`src/design/gslc_pkg.sv`:
```
`timescale 1ns / 1ps
`default_nettype none

package gslc_pkg;

    localparam int SAMPLE_W = 10;
    localparam int VOLT_W   = 9;
    localparam int CONC_W   = 9;
    localparam int BAR_W    = 6;
    localparam int S_DATA_W = 16;
    localparam int M_DATA_W = 32;
    localparam int PROD_W   = 16;

    typedef logic [SAMPLE_W-1:0] sample_t;
    typedef logic [VOLT_W-1:0]   volt_t;
    typedef logic [CONC_W-1:0]   conc_t;
    typedef logic [BAR_W-1:0]    bar_t;

    // Voltage weight of each converter bit, hundredths of a volt
    localparam volt_t BIT_WEIGHT [SAMPLE_W] = '{
        9'd1, 9'd1, 9'd2, 9'd4, 9'd8, 9'd16, 9'd31, 9'd62, 9'd125, 9'd250
    };

    localparam volt_t V_OFFSET    = 9'd10;
    localparam volt_t V_BAND_HIGH = 9'd333;
    localparam volt_t V_BAND_MID  = 9'd166;
    localparam conc_t CONC_MAX    = 9'd395;
    localparam logic [10:0] ALARM_LIMIT = 11'd387;
    localparam logic [6:0]  CONC_SCALE  = 7'd100;

    // Bar thresholds, from the hundreds and tens digits of the voltage
    localparam volt_t BAR_V6 = 9'd460;
    localparam volt_t BAR_V5 = 9'd400;
    localparam volt_t BAR_V4 = 9'd330;
    localparam volt_t BAR_V3 = 9'd260;
    localparam volt_t BAR_V2 = 9'd190;
    localparam volt_t BAR_V1 = 9'd100;

    localparam bar_t BAR_L6 = 6'h3f;
    localparam bar_t BAR_L5 = 6'h1f;
    localparam bar_t BAR_L4 = 6'h0f;
    localparam bar_t BAR_L3 = 6'h07;
    localparam bar_t BAR_L2 = 6'h03;
    localparam bar_t BAR_L1 = 6'h01;
    localparam bar_t BAR_L0 = 6'h00;

    typedef struct packed {
        bar_t  bar_leds;
        logic  gas_alarm;
        conc_t concentration;
        volt_t voltage;
    } result_t;

endpackage

`default_nettype wire

```
`src/design/gas_sensor_level_classifier.sv`:
```
// Path: an accepted s_ word passes the input register, then the result register,
// on its way to its m_ word.
// Throughput: one sample per cycle; both registers advance together when the
// result register is empty or its word is taken.
// Reset: synchronous, active low aresetn clears both valid flags only.
`timescale 1ns / 1ps
`default_nettype none

module gas_sensor_level_classifier (
    input  wire logic                          aclk,
    input  wire logic                          aresetn,
    input  wire logic                          s_tvalid,
    output      logic                          s_tready,
    // [9:0] sample, [15:10] zero
    input  wire logic [gslc_pkg::S_DATA_W-1:0] s_tdata,
    output      logic                          m_tvalid,
    input  wire logic                          m_tready,
    // [8:0] voltage, [17:9] concentration, [18] gas_alarm, [24:19] bar_leds,
    // [31:25] zero
    output      logic [gslc_pkg::M_DATA_W-1:0] m_tdata
);
    import gslc_pkg::*;

    logic    in_valid_reg;
    sample_t sample_reg;
    logic    out_valid_reg;
    result_t result_reg;
    result_t result_next;
    logic    advance;

    volt_t             volt;
    volt_t             diff;
    logic [PROD_W-1:0] prod;
    conc_t             conc_raw;
    conc_t             conc_adj;
    logic [10:0]       diff_x4;
    logic              alarm;
    bar_t              bar;

    // Move both stages whenever the result slot frees up
    assign advance  = !out_valid_reg || m_tready;
    assign s_tready = !in_valid_reg || advance;

    // Input register
    always_ff @(posedge aclk) begin
        if (!aresetn) begin
            in_valid_reg <= 1'b0;
        end else if (s_tready) begin
            in_valid_reg <= s_tvalid;
        end
        if (s_tready && s_tvalid) begin
            sample_reg <= s_tdata[SAMPLE_W-1:0];
        end
    end

    // Weighted bit sum
    always_comb begin
        volt = '0;
        for (int i = 0; i < SAMPLE_W; i++) begin
            if (sample_reg[i]) begin
                volt = volt + BIT_WEIGHT[i];
            end
        end
    end

    // Concentration: scale the offset voltage, trim per band, zero it over range
    assign diff     = (volt > V_OFFSET) ? volt - V_OFFSET : '0;
    assign prod     = PROD_W'(diff) * PROD_W'(CONC_SCALE);
    assign conc_raw = prod[PROD_W-1:7];

    always_comb begin
        priority if (volt <= V_OFFSET) begin
            conc_adj = '0;
        end else if (volt > V_BAND_HIGH) begin
            conc_adj = (conc_raw >= 9'd2) ? conc_raw - 9'd2 : '0;
        end else if (volt > V_BAND_MID) begin
            conc_adj = (conc_raw >= 9'd1) ? conc_raw - 9'd1 : '0;
        end else begin
            conc_adj = conc_raw;
        end
    end

    // Alarm on the scaled offset voltage
    assign diff_x4 = {diff, 2'b00};
    assign alarm   = (volt > V_OFFSET) && (diff_x4 >= ALARM_LIMIT);

    // Bar level from voltage thresholds
    always_comb begin
        priority if (volt >= BAR_V6) begin
            bar = BAR_L6;
        end else if (volt >= BAR_V5) begin
            bar = BAR_L5;
        end else if (volt >= BAR_V4) begin
            bar = BAR_L4;
        end else if (volt >= BAR_V3) begin
            bar = BAR_L3;
        end else if (volt >= BAR_V2) begin
            bar = BAR_L2;
        end else if (volt >= BAR_V1) begin
            bar = BAR_L1;
        end else begin
            bar = BAR_L0;
        end
    end

    always_comb begin
        result_next.voltage       = volt;
        result_next.concentration = (conc_adj > CONC_MAX) ? '0 : conc_adj;
        result_next.gas_alarm     = alarm;
        result_next.bar_leds      = alarm ? bar : BAR_L0;
    end

    // Result register
    always_ff @(posedge aclk) begin
        if (!aresetn) begin
            out_valid_reg <= 1'b0;
        end else if (advance) begin
            out_valid_reg <= in_valid_reg;
        end
        if (advance && in_valid_reg) begin
            result_reg <= result_next;
        end
    end

    assign m_tvalid = out_valid_reg;
    assign m_tdata  = M_DATA_W'(result_reg);

    // Bar stays dark while the alarm is clear
    a_bar_needs_alarm: assert property (@(posedge aclk) disable iff (!aresetn)
        out_valid_reg && !result_reg.gas_alarm |-> result_reg.bar_leds == BAR_L0)
        else $error("bar lit without alarm");

    // Nonzero concentration only above the offset voltage
    a_conc_needs_volt: assert property (@(posedge aclk) disable iff (!aresetn)
        out_valid_reg && result_reg.concentration != '0 |->
            result_reg.voltage > V_OFFSET)
        else $error("concentration without voltage");

    // A buffered sample reaches the result register when the pipe advances
    a_pipe_moves: assert property (@(posedge aclk) disable iff (!aresetn)
        in_valid_reg && advance |=> out_valid_reg)
        else $error("sample lost between stages");

    // Alarm set implies at least the first bar step
    a_alarm_bar: assert property (@(posedge aclk) disable iff (!aresetn)
        out_valid_reg && result_reg.gas_alarm |-> result_reg.bar_leds != BAR_L0)
        else $error("alarm without bar");

endmodule

`default_nettype wire
```
`config.mk`:
```
export PLATFORM = sky130hd
export DESIGN_NAME = gas_sensor_level_classifier
export DESIGN_NICKNAME = d
export VERILOG_FILES = /design/src/design/gslc_pkg.sv /design/src/design/gas_sensor_level_classifier.sv
export SDC_FILE = /design/constraint.sdc
export NUM_CORES = 1
export LEC_CHECK = 0
export ABC_CLOCK_PERIOD_IN_PS = 29100
export BUFFER_PORTS_ARGS = -buffer_cell sky130_fd_sc_hd__buf_4
export CORE_MARGIN = 8
export CORE_UTILIZATION = 60
export CTS_BUF_LIST = sky130_fd_sc_hd__clkbuf_4 sky130_fd_sc_hd__clkbuf_8 sky130_fd_sc_hd__clkbuf_16
export CTS_CLUSTER_DIAMETER = 80
export DETAILED_ROUTE_END_ITERATION = 7
export GPL_ROUTABILITY_DRIVEN = 0
export PLACE_DENSITY = 0.84
export SLEW_MARGIN = 0
export SYNTH_ARGS = -nofsm -noshare
export SYNTH_HDL_FRONTEND = slang
export SYNTH_SLANG_ARGS = --single-unit
```
`constraint.sdc`:
```
create_clock -name aclk -period 29.1 [get_ports aclk]
set_input_delay 1.455 -clock aclk [delete_from_list [all_inputs] [get_ports aclk]]
set_output_delay 1.455 -clock aclk [all_outputs]
set_load 0.05 [all_outputs]
```
==> results of run 1 <==
## area by class of cell
class                      instances  area, um2  share of cell area
clock inverter                     3       17.5             0.00373
timing repair buffer              41        308              0.0656
sequential                        37       1090               0.232
multi-input combinational        364       2960               0.631
tap                               96        120              0.0256
inverter                          34        128              0.0272
clock buffer                       5       68.8              0.0147
## kinds of logic after synthesis
family,Yosys count
AO/OA/AOI/OAI,104
XOR/XNOR,38
adder cells (fa/ha/maj),55
buffers and inverters,52
flip-flops,37
multiplexers,4
other,1
AND/OR/NAND/NOR,156
## metal layers
metal	global-route usage	share of wire	up-vias
met2	0.341	0.51	117
met5	0	0	-
met3	0.0208	0.050	20
met1	0.213	0.42	1663
li1	-	-	1702
met4	0.0849	0.025	0
## path summary, 6_finish.rpt
| kind | start | to | cells past startpoint |
|---|---|---|---|
| worst max-delay path | sample_reg[0] | m_tdata[10] | 36 |
| worst min register to register | in_valid_reg | m_tvalid | 1 |
| worst min-delay path | in_valid_reg | m_tvalid | 1 |
| worst max register to register | sample_reg[0] | m_tdata[10] | 36 |
## synth_stat cells (5+ instances only)
library cell / count
or2_2: 7
o21ai_0: 10
buf_2: 5
ha_1: 51
xnor2_1: 20
a21oi_1: 22
o22ai_1: 6
inv_1: 34
buf_4: 10
nor2_1: 33
nand2_1: 29
o211ai_1: 6
nand4_1: 6
edfxtp_1: 35
nor3_1: 13
and2_1: 8
nand3_1: 13
a21o_1: 6
nand2b_1: 13
xor2_1: 8
## critical path, delay by kind of cell (launching register included)
family / cells / cell delay [ns]
XOR/XNOR: 3 / 1.04
flip-flops: 1 / 0.39
adder cells (fa/ha/maj): 8 / 2.68
AO/OA/AOI/OAI: 11 / 2.73
AND/OR/NAND/NOR: 12 / 3.65
buffers and inverters: 2 / 0.17
## metrics by stage
stage	utilization	hold WS [ns]	cell area (um2)	setup slack, ns
CTS	0.687	0.522	4690	18.41
global placement	0.674	0.494	4610	18.78
detailed placement	0.674	0.505	4610	18.48
finish	0.687	0.516	4690	18.24
global route	0.687	0.550	4690	17.70
floorplan	-	0.477	4300	19.92
==> flow_summary.ini, run 1 <==
[run_status]
status = finished, final reports clean

[yosys]
synth_compound_area_frac = 0.196
synth_top_area_frac = 0.246
synth_top_family_by_area = simple AND/OR/NAND/NOR gates
yosysSeqAreaShare = 0.255
synthFlopType = edfxtp_1
netlist_instances = 447
async_flop_share = 0
yosys_warnings = 0
yosys.area_share.adder = 0.168
yosys-mux-area-fraction = 0.0111
synthSimpleGateAreaFrac = 0.203
ys_types = 87
synth_xor_area_frac = 0.108
ys_ff_latch = 37
synth_top_area_cell = edfxtp_1
avgSynthCellArea_um2 = 9.56
synth-edff-count = 35
synth_area_mm2 = 0.00427
yosys-top-cells-area = edfxtp_1 (25%), ha_1 (15%), xnor2_1 (4.1%)

[setup_path]
path_class = flop to flop
critPathMaxStageDelay_ns = 0.69
cp.required_ns = 29.21
end_kind = flop
critPathSlowestCell = or4_1
start_kind = flop
critPathMaxFanout = 10
cpMostUsedCell = ha_1
cp.arrival_ns = 10.98
ff2ff_setup_slack_ns = 18.24

[cts]
cts_made_buffers = 5
cts.repair.resized = 0
path_clk_slew_ns = 0.09
postCtsSetupRepairBufs = 0
clock_path_buffers = 2
root_buffer = clkbuf_8
tritoncts = built
clock_latency_ns = 0.30
cts_htree_levels = 2
cts.sinks = 37
cts_hold_buf = 0

[sta]
finalCritPeriodShare = 0.373
fin_skew_ns = 0.0140
fmax_mhz = 92.0
finalSetupTns_ns = 0
hold_viol = 0
layout_min_cycle_time_ns = 10.86
relSlewSlack = 0.182
setup_violations = 0
rsz0062_at_grt = no
drv_slew = 0
worst_slew_pin_slew_ns = 1.22

[final_layout]
antennaDiodeCount = 0
drive_gt1_frac = 0.184
syn_to_final_growth_pct = 9.84
fin_nets = 558
largest_reg_flops = 25
n_fill_cell = 556
layout.cells.non_filler = 580
layout_commonest_cell = ha_1
final_cell_mix = ha_1 (51), buf_4 (41), edfxtp_1 (35), inv_1 (34), nor2_1 (33)

[routing]
dr.first_iter.drc_count = 181
vias = 3502
post_drt_wl_per_cell_um = 16.4
finalWirelength_mm = 9.50
vias_per_cell = 6.04
antenna_left = 0
drcViolationCount = 0
firstDrtPassIters = 4

[die]
coreArea_mm2 = 0.00683
initial_core_util = 0.625
pin_count = 54
die_y_um = 100
die_area_mm2 = 0.0101
die_x_um = 100
rows = 30

[global_routing]
antenna_found_initial = 0
grt_pass1_vias = 3431
grt_overflow_total = 0
track_usage = 0.187
grt_max_degree = 26
grt_pass1_wl_mm = 15.6

[placed_design]
port_buffers = 40
hpwl_mm = 7.48
place_inst = 572

[job]
drv_cap = 0

[min_path]
hold_class = flop to flop
Power of run 1 is not shown: default switching activity piles up to over one toggle a cycle in this logic, so the estimate is an artifact.
==> run 2, diff against run 1 <==
- ABC_CLOCK_PERIOD_IN_PS: 29100 -> 10700
- clock period: 29.1 -> 10.7 ns (I/O delays scaled with it)
==> run 2 against run 1 <==
Final cell count is 0.86% higher. Die area stayed put. First-iteration DRC count is 46% higher. Clock skew is 0.0064 ns lower. Clock-buffer cell count stayed put. Register-to-register slack worse by 18 ns. Non-clock buffer count is 5 higher. Wire length is 0.60% higher. Flip-flop and latch count stayed put. Via count is 0.26% lower. Sequential share of layout area is 0.47 points lower. Largest cell class unchanged.
==> flow_summary.ini, run 2 (synthesized netlist as in run 1, its figures left out) <==
[die]
die_area_mm2 = 0.0101
coreArea_mm2 = 0.00683
die_y_um = 100
initial_core_util = 0.625
die_x_um = 100
pin_count = 54
rows = 30

[cts]
clock_latency_ns = 0.30
tritoncts = built
cts_hold_buf = 0
cts.sinks = 37
cts_htree_levels = 2
cts_made_buffers = 5
root_buffer = clkbuf_8
path_clk_slew_ns = 0.08
clock_path_buffers = 2

[run_status]
status = finished, final reports clean

[setup_path]
critPathMaxStageDelay_ns = 0.68
path_class = flop to flop
cp.required_ns = 10.82
crit_buf_inv = 5
critPathSlowestCell = or4_1
cp.arrival_ns = 10.29
end_kind = flop
start_kind = flop
critPathMaxFanout = 10
cpMostUsedCell = ha_1
critical-path-top-delay-family = simple AND/OR/NAND/NOR gates

[job]
drv_cap = 0

[sta]
finalSetupTns_ns = 0
layout_min_cycle_time_ns = 10.18
finalCritPeriodShare = 0.951
hold_viol = 0
relSlewSlack = 0.171
fmax_mhz = 98.2
rsz0062_at_grt = no
drv_slew = 0
fin_skew_ns = 0.00763
setup_violations = 0
worst_slew_pin_slew_ns = 1.24

[routing]
dr.first_iter.drc_count = 264
vias_per_cell = 5.97
post_drt_wl_per_cell_um = 16.3
antenna_left = 0
drcViolationCount = 0
vias = 3493
finalWirelength_mm = 9.56
firstDrtPassIters = 5

[final_layout]
fin_nets = 563
antennaDiodeCount = 0
layout_commonest_cell = ha_1
largest_reg_flops = 25
syn_to_final_growth_pct = 12.1
drive_gt1_frac = 0.194
final_cell_mix = ha_1 (51), buf_4 (46), edfxtp_1 (35), inv_1 (34), nor2_1 (33)
n_fill_cell = 534

[global_routing]
grt_pass1_vias = 3442
antenna_found_initial = 0
grt_pass1_wl_mm = 16.1
track_usage = 0.194
grt_max_degree = 26
grt_overflow_total = 0

[placed_design]
hpwl_mm = 7.51
port_buffers = 40

[min_path]
hold_class = input pin to flop
## run 2: cell count changes in the layout (fill, tap and decap cells not counted), sizes merged
cell / before / now
buf: 41 / 46
bufinv: 0 / 2
clkinv: 3 / 0
inv: 34 / 35
## run 2: per-stage QoR
stage	util	worst slack (ns)	hold WS, ns	std cells	area [um2]
detailed placement	0.678	0.473	0.499	575	4630
finish	0.701	0.521	0.405	585	4790
floorplan	-	1.52	0.477	453	4300
global route	0.701	0.0531	0.396	585	4790
global placement	0.678	0.681	0.493	575	4630
CTS	0.698	0.390	0.403	583	4770
## run 2: timing repair
action	4_1_cts	5_1_grt
endpoints found under the setup margin	0	8
resized for setup	0	1
setup buffers	0	2
## run 2: worst paths after layout
kind	slack [ns]	cells after the start	from	end
worst max-delay path	0.52	41	sample_reg[0]	m_tdata[12]
worst min register to register	0.52	1	in_valid_reg	m_tvalid
worst min-delay path	0.40	1	s_tdata[4]	sample_reg[4]
worst max register to register	0.52	41	sample_reg[0]	m_tdata[12]
## run 2: final cells by class
class / instances / area (um2) / area share
clock buffers: 5 / 68.8 / 0.0144
well taps: 96 / 120 / 0.0251
clock inverters: 3 / 68.8 / 0.0144
multi-input cells: 364 / 2970 / 0.620
inverters: 34 / 128 / 0.0266
repair buffers: 46 / 345 / 0.0721
flip-flops and latches: 37 / 1090 / 0.228
## run 2: worst reg2reg max path, delay by kind of cell (launching register included)
kind                     cells  cell delay (ns)
AO/OA/AOI/OAI               11             2.16
adder cells (fa/ha/maj)     10             3.22
buffers and inverters        5             0.62
flip-flops                   1             0.38
multiplexers                 1             0.34
AND/OR/NAND/NOR             14             3.29
## run 2: routing by layer
layer | GRT usage | vias to the layer above | wire, um
met5 | 0 | - | 0
li1 | - | 1709 | -
met1 | 0.221 | 1649 | 3920
met2 | 0.359 | 122 | 5020
met4 | 0.0674 | 0 | 144
met3 | 0.0270 | 13 | 479
Power of run 2 is left out for the same reason.
==> run 3, diff against run 2 <==
- CORE_MARGIN: 8 -> default
- CORE_UTILIZATION: 60 -> 50
- PLACE_DENSITY: 0.84 -> 0.72
==> run 3 against run 2 <==
Flip-flop and latch count did not move. Hold slack improved by 0.0039 ns. Non-clock buffer count rose by 2. Largest cell class unchanged. Critical endpoint unchanged. Highest routed layer unchanged.
==> flow_summary.ini, run 3 (synthesized netlist as in run 1, its figures left out) <==
[routing]
post_drt_wl_per_cell_um = 15.0
dr.first_iter.drc_count = 192
vias_per_cell = 5.78
finalWirelength_mm = 8.96
antenna_left = 0
drcViolationCount = 0
vias = 3444
firstDrtPassIters = 5

[die]
initial_core_util = 0.517
coreArea_mm2 = 0.00826
rows = 33
die_area_mm2 = 0.00892
die_x_um = 94.4
pin_count = 54
die_y_um = 94.4

[setup_path]
cpMostUsedCell = ha_1
path_class = flop to flop
cp.arrival_ns = 10.29
rr_worst_depth = 39
end_kind = flop
crit_buf_inv = 3
start_kind = flop
critPathSlowestCell = or4_1
worst-path-stages = 39
critical-path-top-delay-family = adder cells
cp.required_ns = 10.81
critPathMaxStageDelay_ns = 0.63
critPathMaxFanout = 8

[placed_design]
port_buffers = 40
hpwl_mm = 7.06

[cts]
cts_htree_levels = 2
tritoncts = built
path_clk_slew_ns = 0.08
cts.sinks = 37
cts_made_buffers = 5
cts_hold_buf = 0
root_buffer = clkbuf_8
clock_path_buffers = 2
clock_latency_ns = 0.30

[final_layout]
fin_nets = 565
antennaDiodeCount = 0
largest_reg_flops = 25
syn_to_final_growth_pct = 11.3
drive_gt1_frac = 0.196
layout_commonest_cell = ha_1
final_cell_mix = ha_1 (51), buf_4 (48), edfxtp_1 (35), inv_1 (34), nor2_1 (33)

[min_path]
hold_class = input pin to flop
holdPathStages = 1

[sta]
hold_viol = 0
fmax_mhz = 98.2
relSlewSlack = 0.337
finalSetupTns_ns = 0
setup_violations = 0
finalCritPeriodShare = 0.951
drv_slew = 0
layout_min_cycle_time_ns = 10.18
rsz0062_at_grt = no
worst_slew_pin_slew_ns = 0.988
fin_skew_ns = 0.0131

[global_routing]
track_usage = 0.213
grt_max_degree = 26
antenna_found_initial = 0
grt_pass1_vias = 3289
grt_pass1_wl_mm = 15.1
grt_overflow_total = 0

[run_status]
status = finished, final reports clean

[job]
drv_cap = 0
==> run 3: cell type report <==
class,count,area [um2]
inverters,34,128
clock buffers,5,68.8
flip-flops and latches,37,1090
well taps,105,131
multi-input cells,364,2960
repair buffers,48,360
fillers,738,3500
clock inverters,3,17.5
==> run 3: layer usage <==
metal | up-vias | GRT usage | routed length (um)
met2 | 85 | 0.375 | 4440
met1 | 1629 | 0.264 | 4000
met5 | - | 0 | 0
met4 | 0 | 0.0782 | 197
li1 | 1714 | - | -
met3 | 16 | 0.0258 | 324
==> run 3: stage by stage <==
| stage | setup slack (ns) | cells | util | hold WS, ns | area (um2) |
|---|---|---|---|---|---|
| 2_1_floorplan | 1.52 | 453 | - | 0.477 | 4300 |
| 3_3_place_gp | 0.629 | 585 | 0.563 | 0.493 | 4650 |
| 3_5_place_dp | 0.410 | 585 | 0.563 | 0.505 | 4650 |
| 4_1_cts | 0.366 | 593 | 0.573 | 0.403 | 4730 |
| 5_1_grt | 0.0377 | 596 | 0.576 | 0.400 | 4760 |
| 6_report | 0.522 | 596 | 0.576 | 0.409 | 4760 |
==> run 3: timing repair <==
item / in CTS / in global routing
setup endpoints to repair: 0 / 8
setup buffers: 0 / 3
endpoints found under the hold margin: 0 / 0
gates resized for setup: 0 / 0
==> run 3: worst reg2reg max path: cells and delay by family, from the launching register on <==
kind | cells | cell delay (ns)
adders and majority gates | 10 | 3.18
and+or+nand+nor | 14 | 3.17
DFF | 1 | 0.38
xor gates and xnor gates | 1 | 0.30
muxes | 1 | 0.34
AOI/OAI and AO/OA | 10 | 2.33
buffers and inverters | 3 | 0.29
==> run 3: path summary, 6_finish.rpt <==
| check | slack, ns | from | to |
|---|---|---|---|
| max | 0.52 | sample_reg[0] | m_tdata[12] |
| min | 0.41 | s_tdata[8] | sample_reg[8] |
| max reg2reg | 0.52 | sample_reg[0] | m_tdata[12] |
| min reg2reg | 0.53 | in_valid_reg | m_tvalid |
Power of run 3 is left out for the same reason.
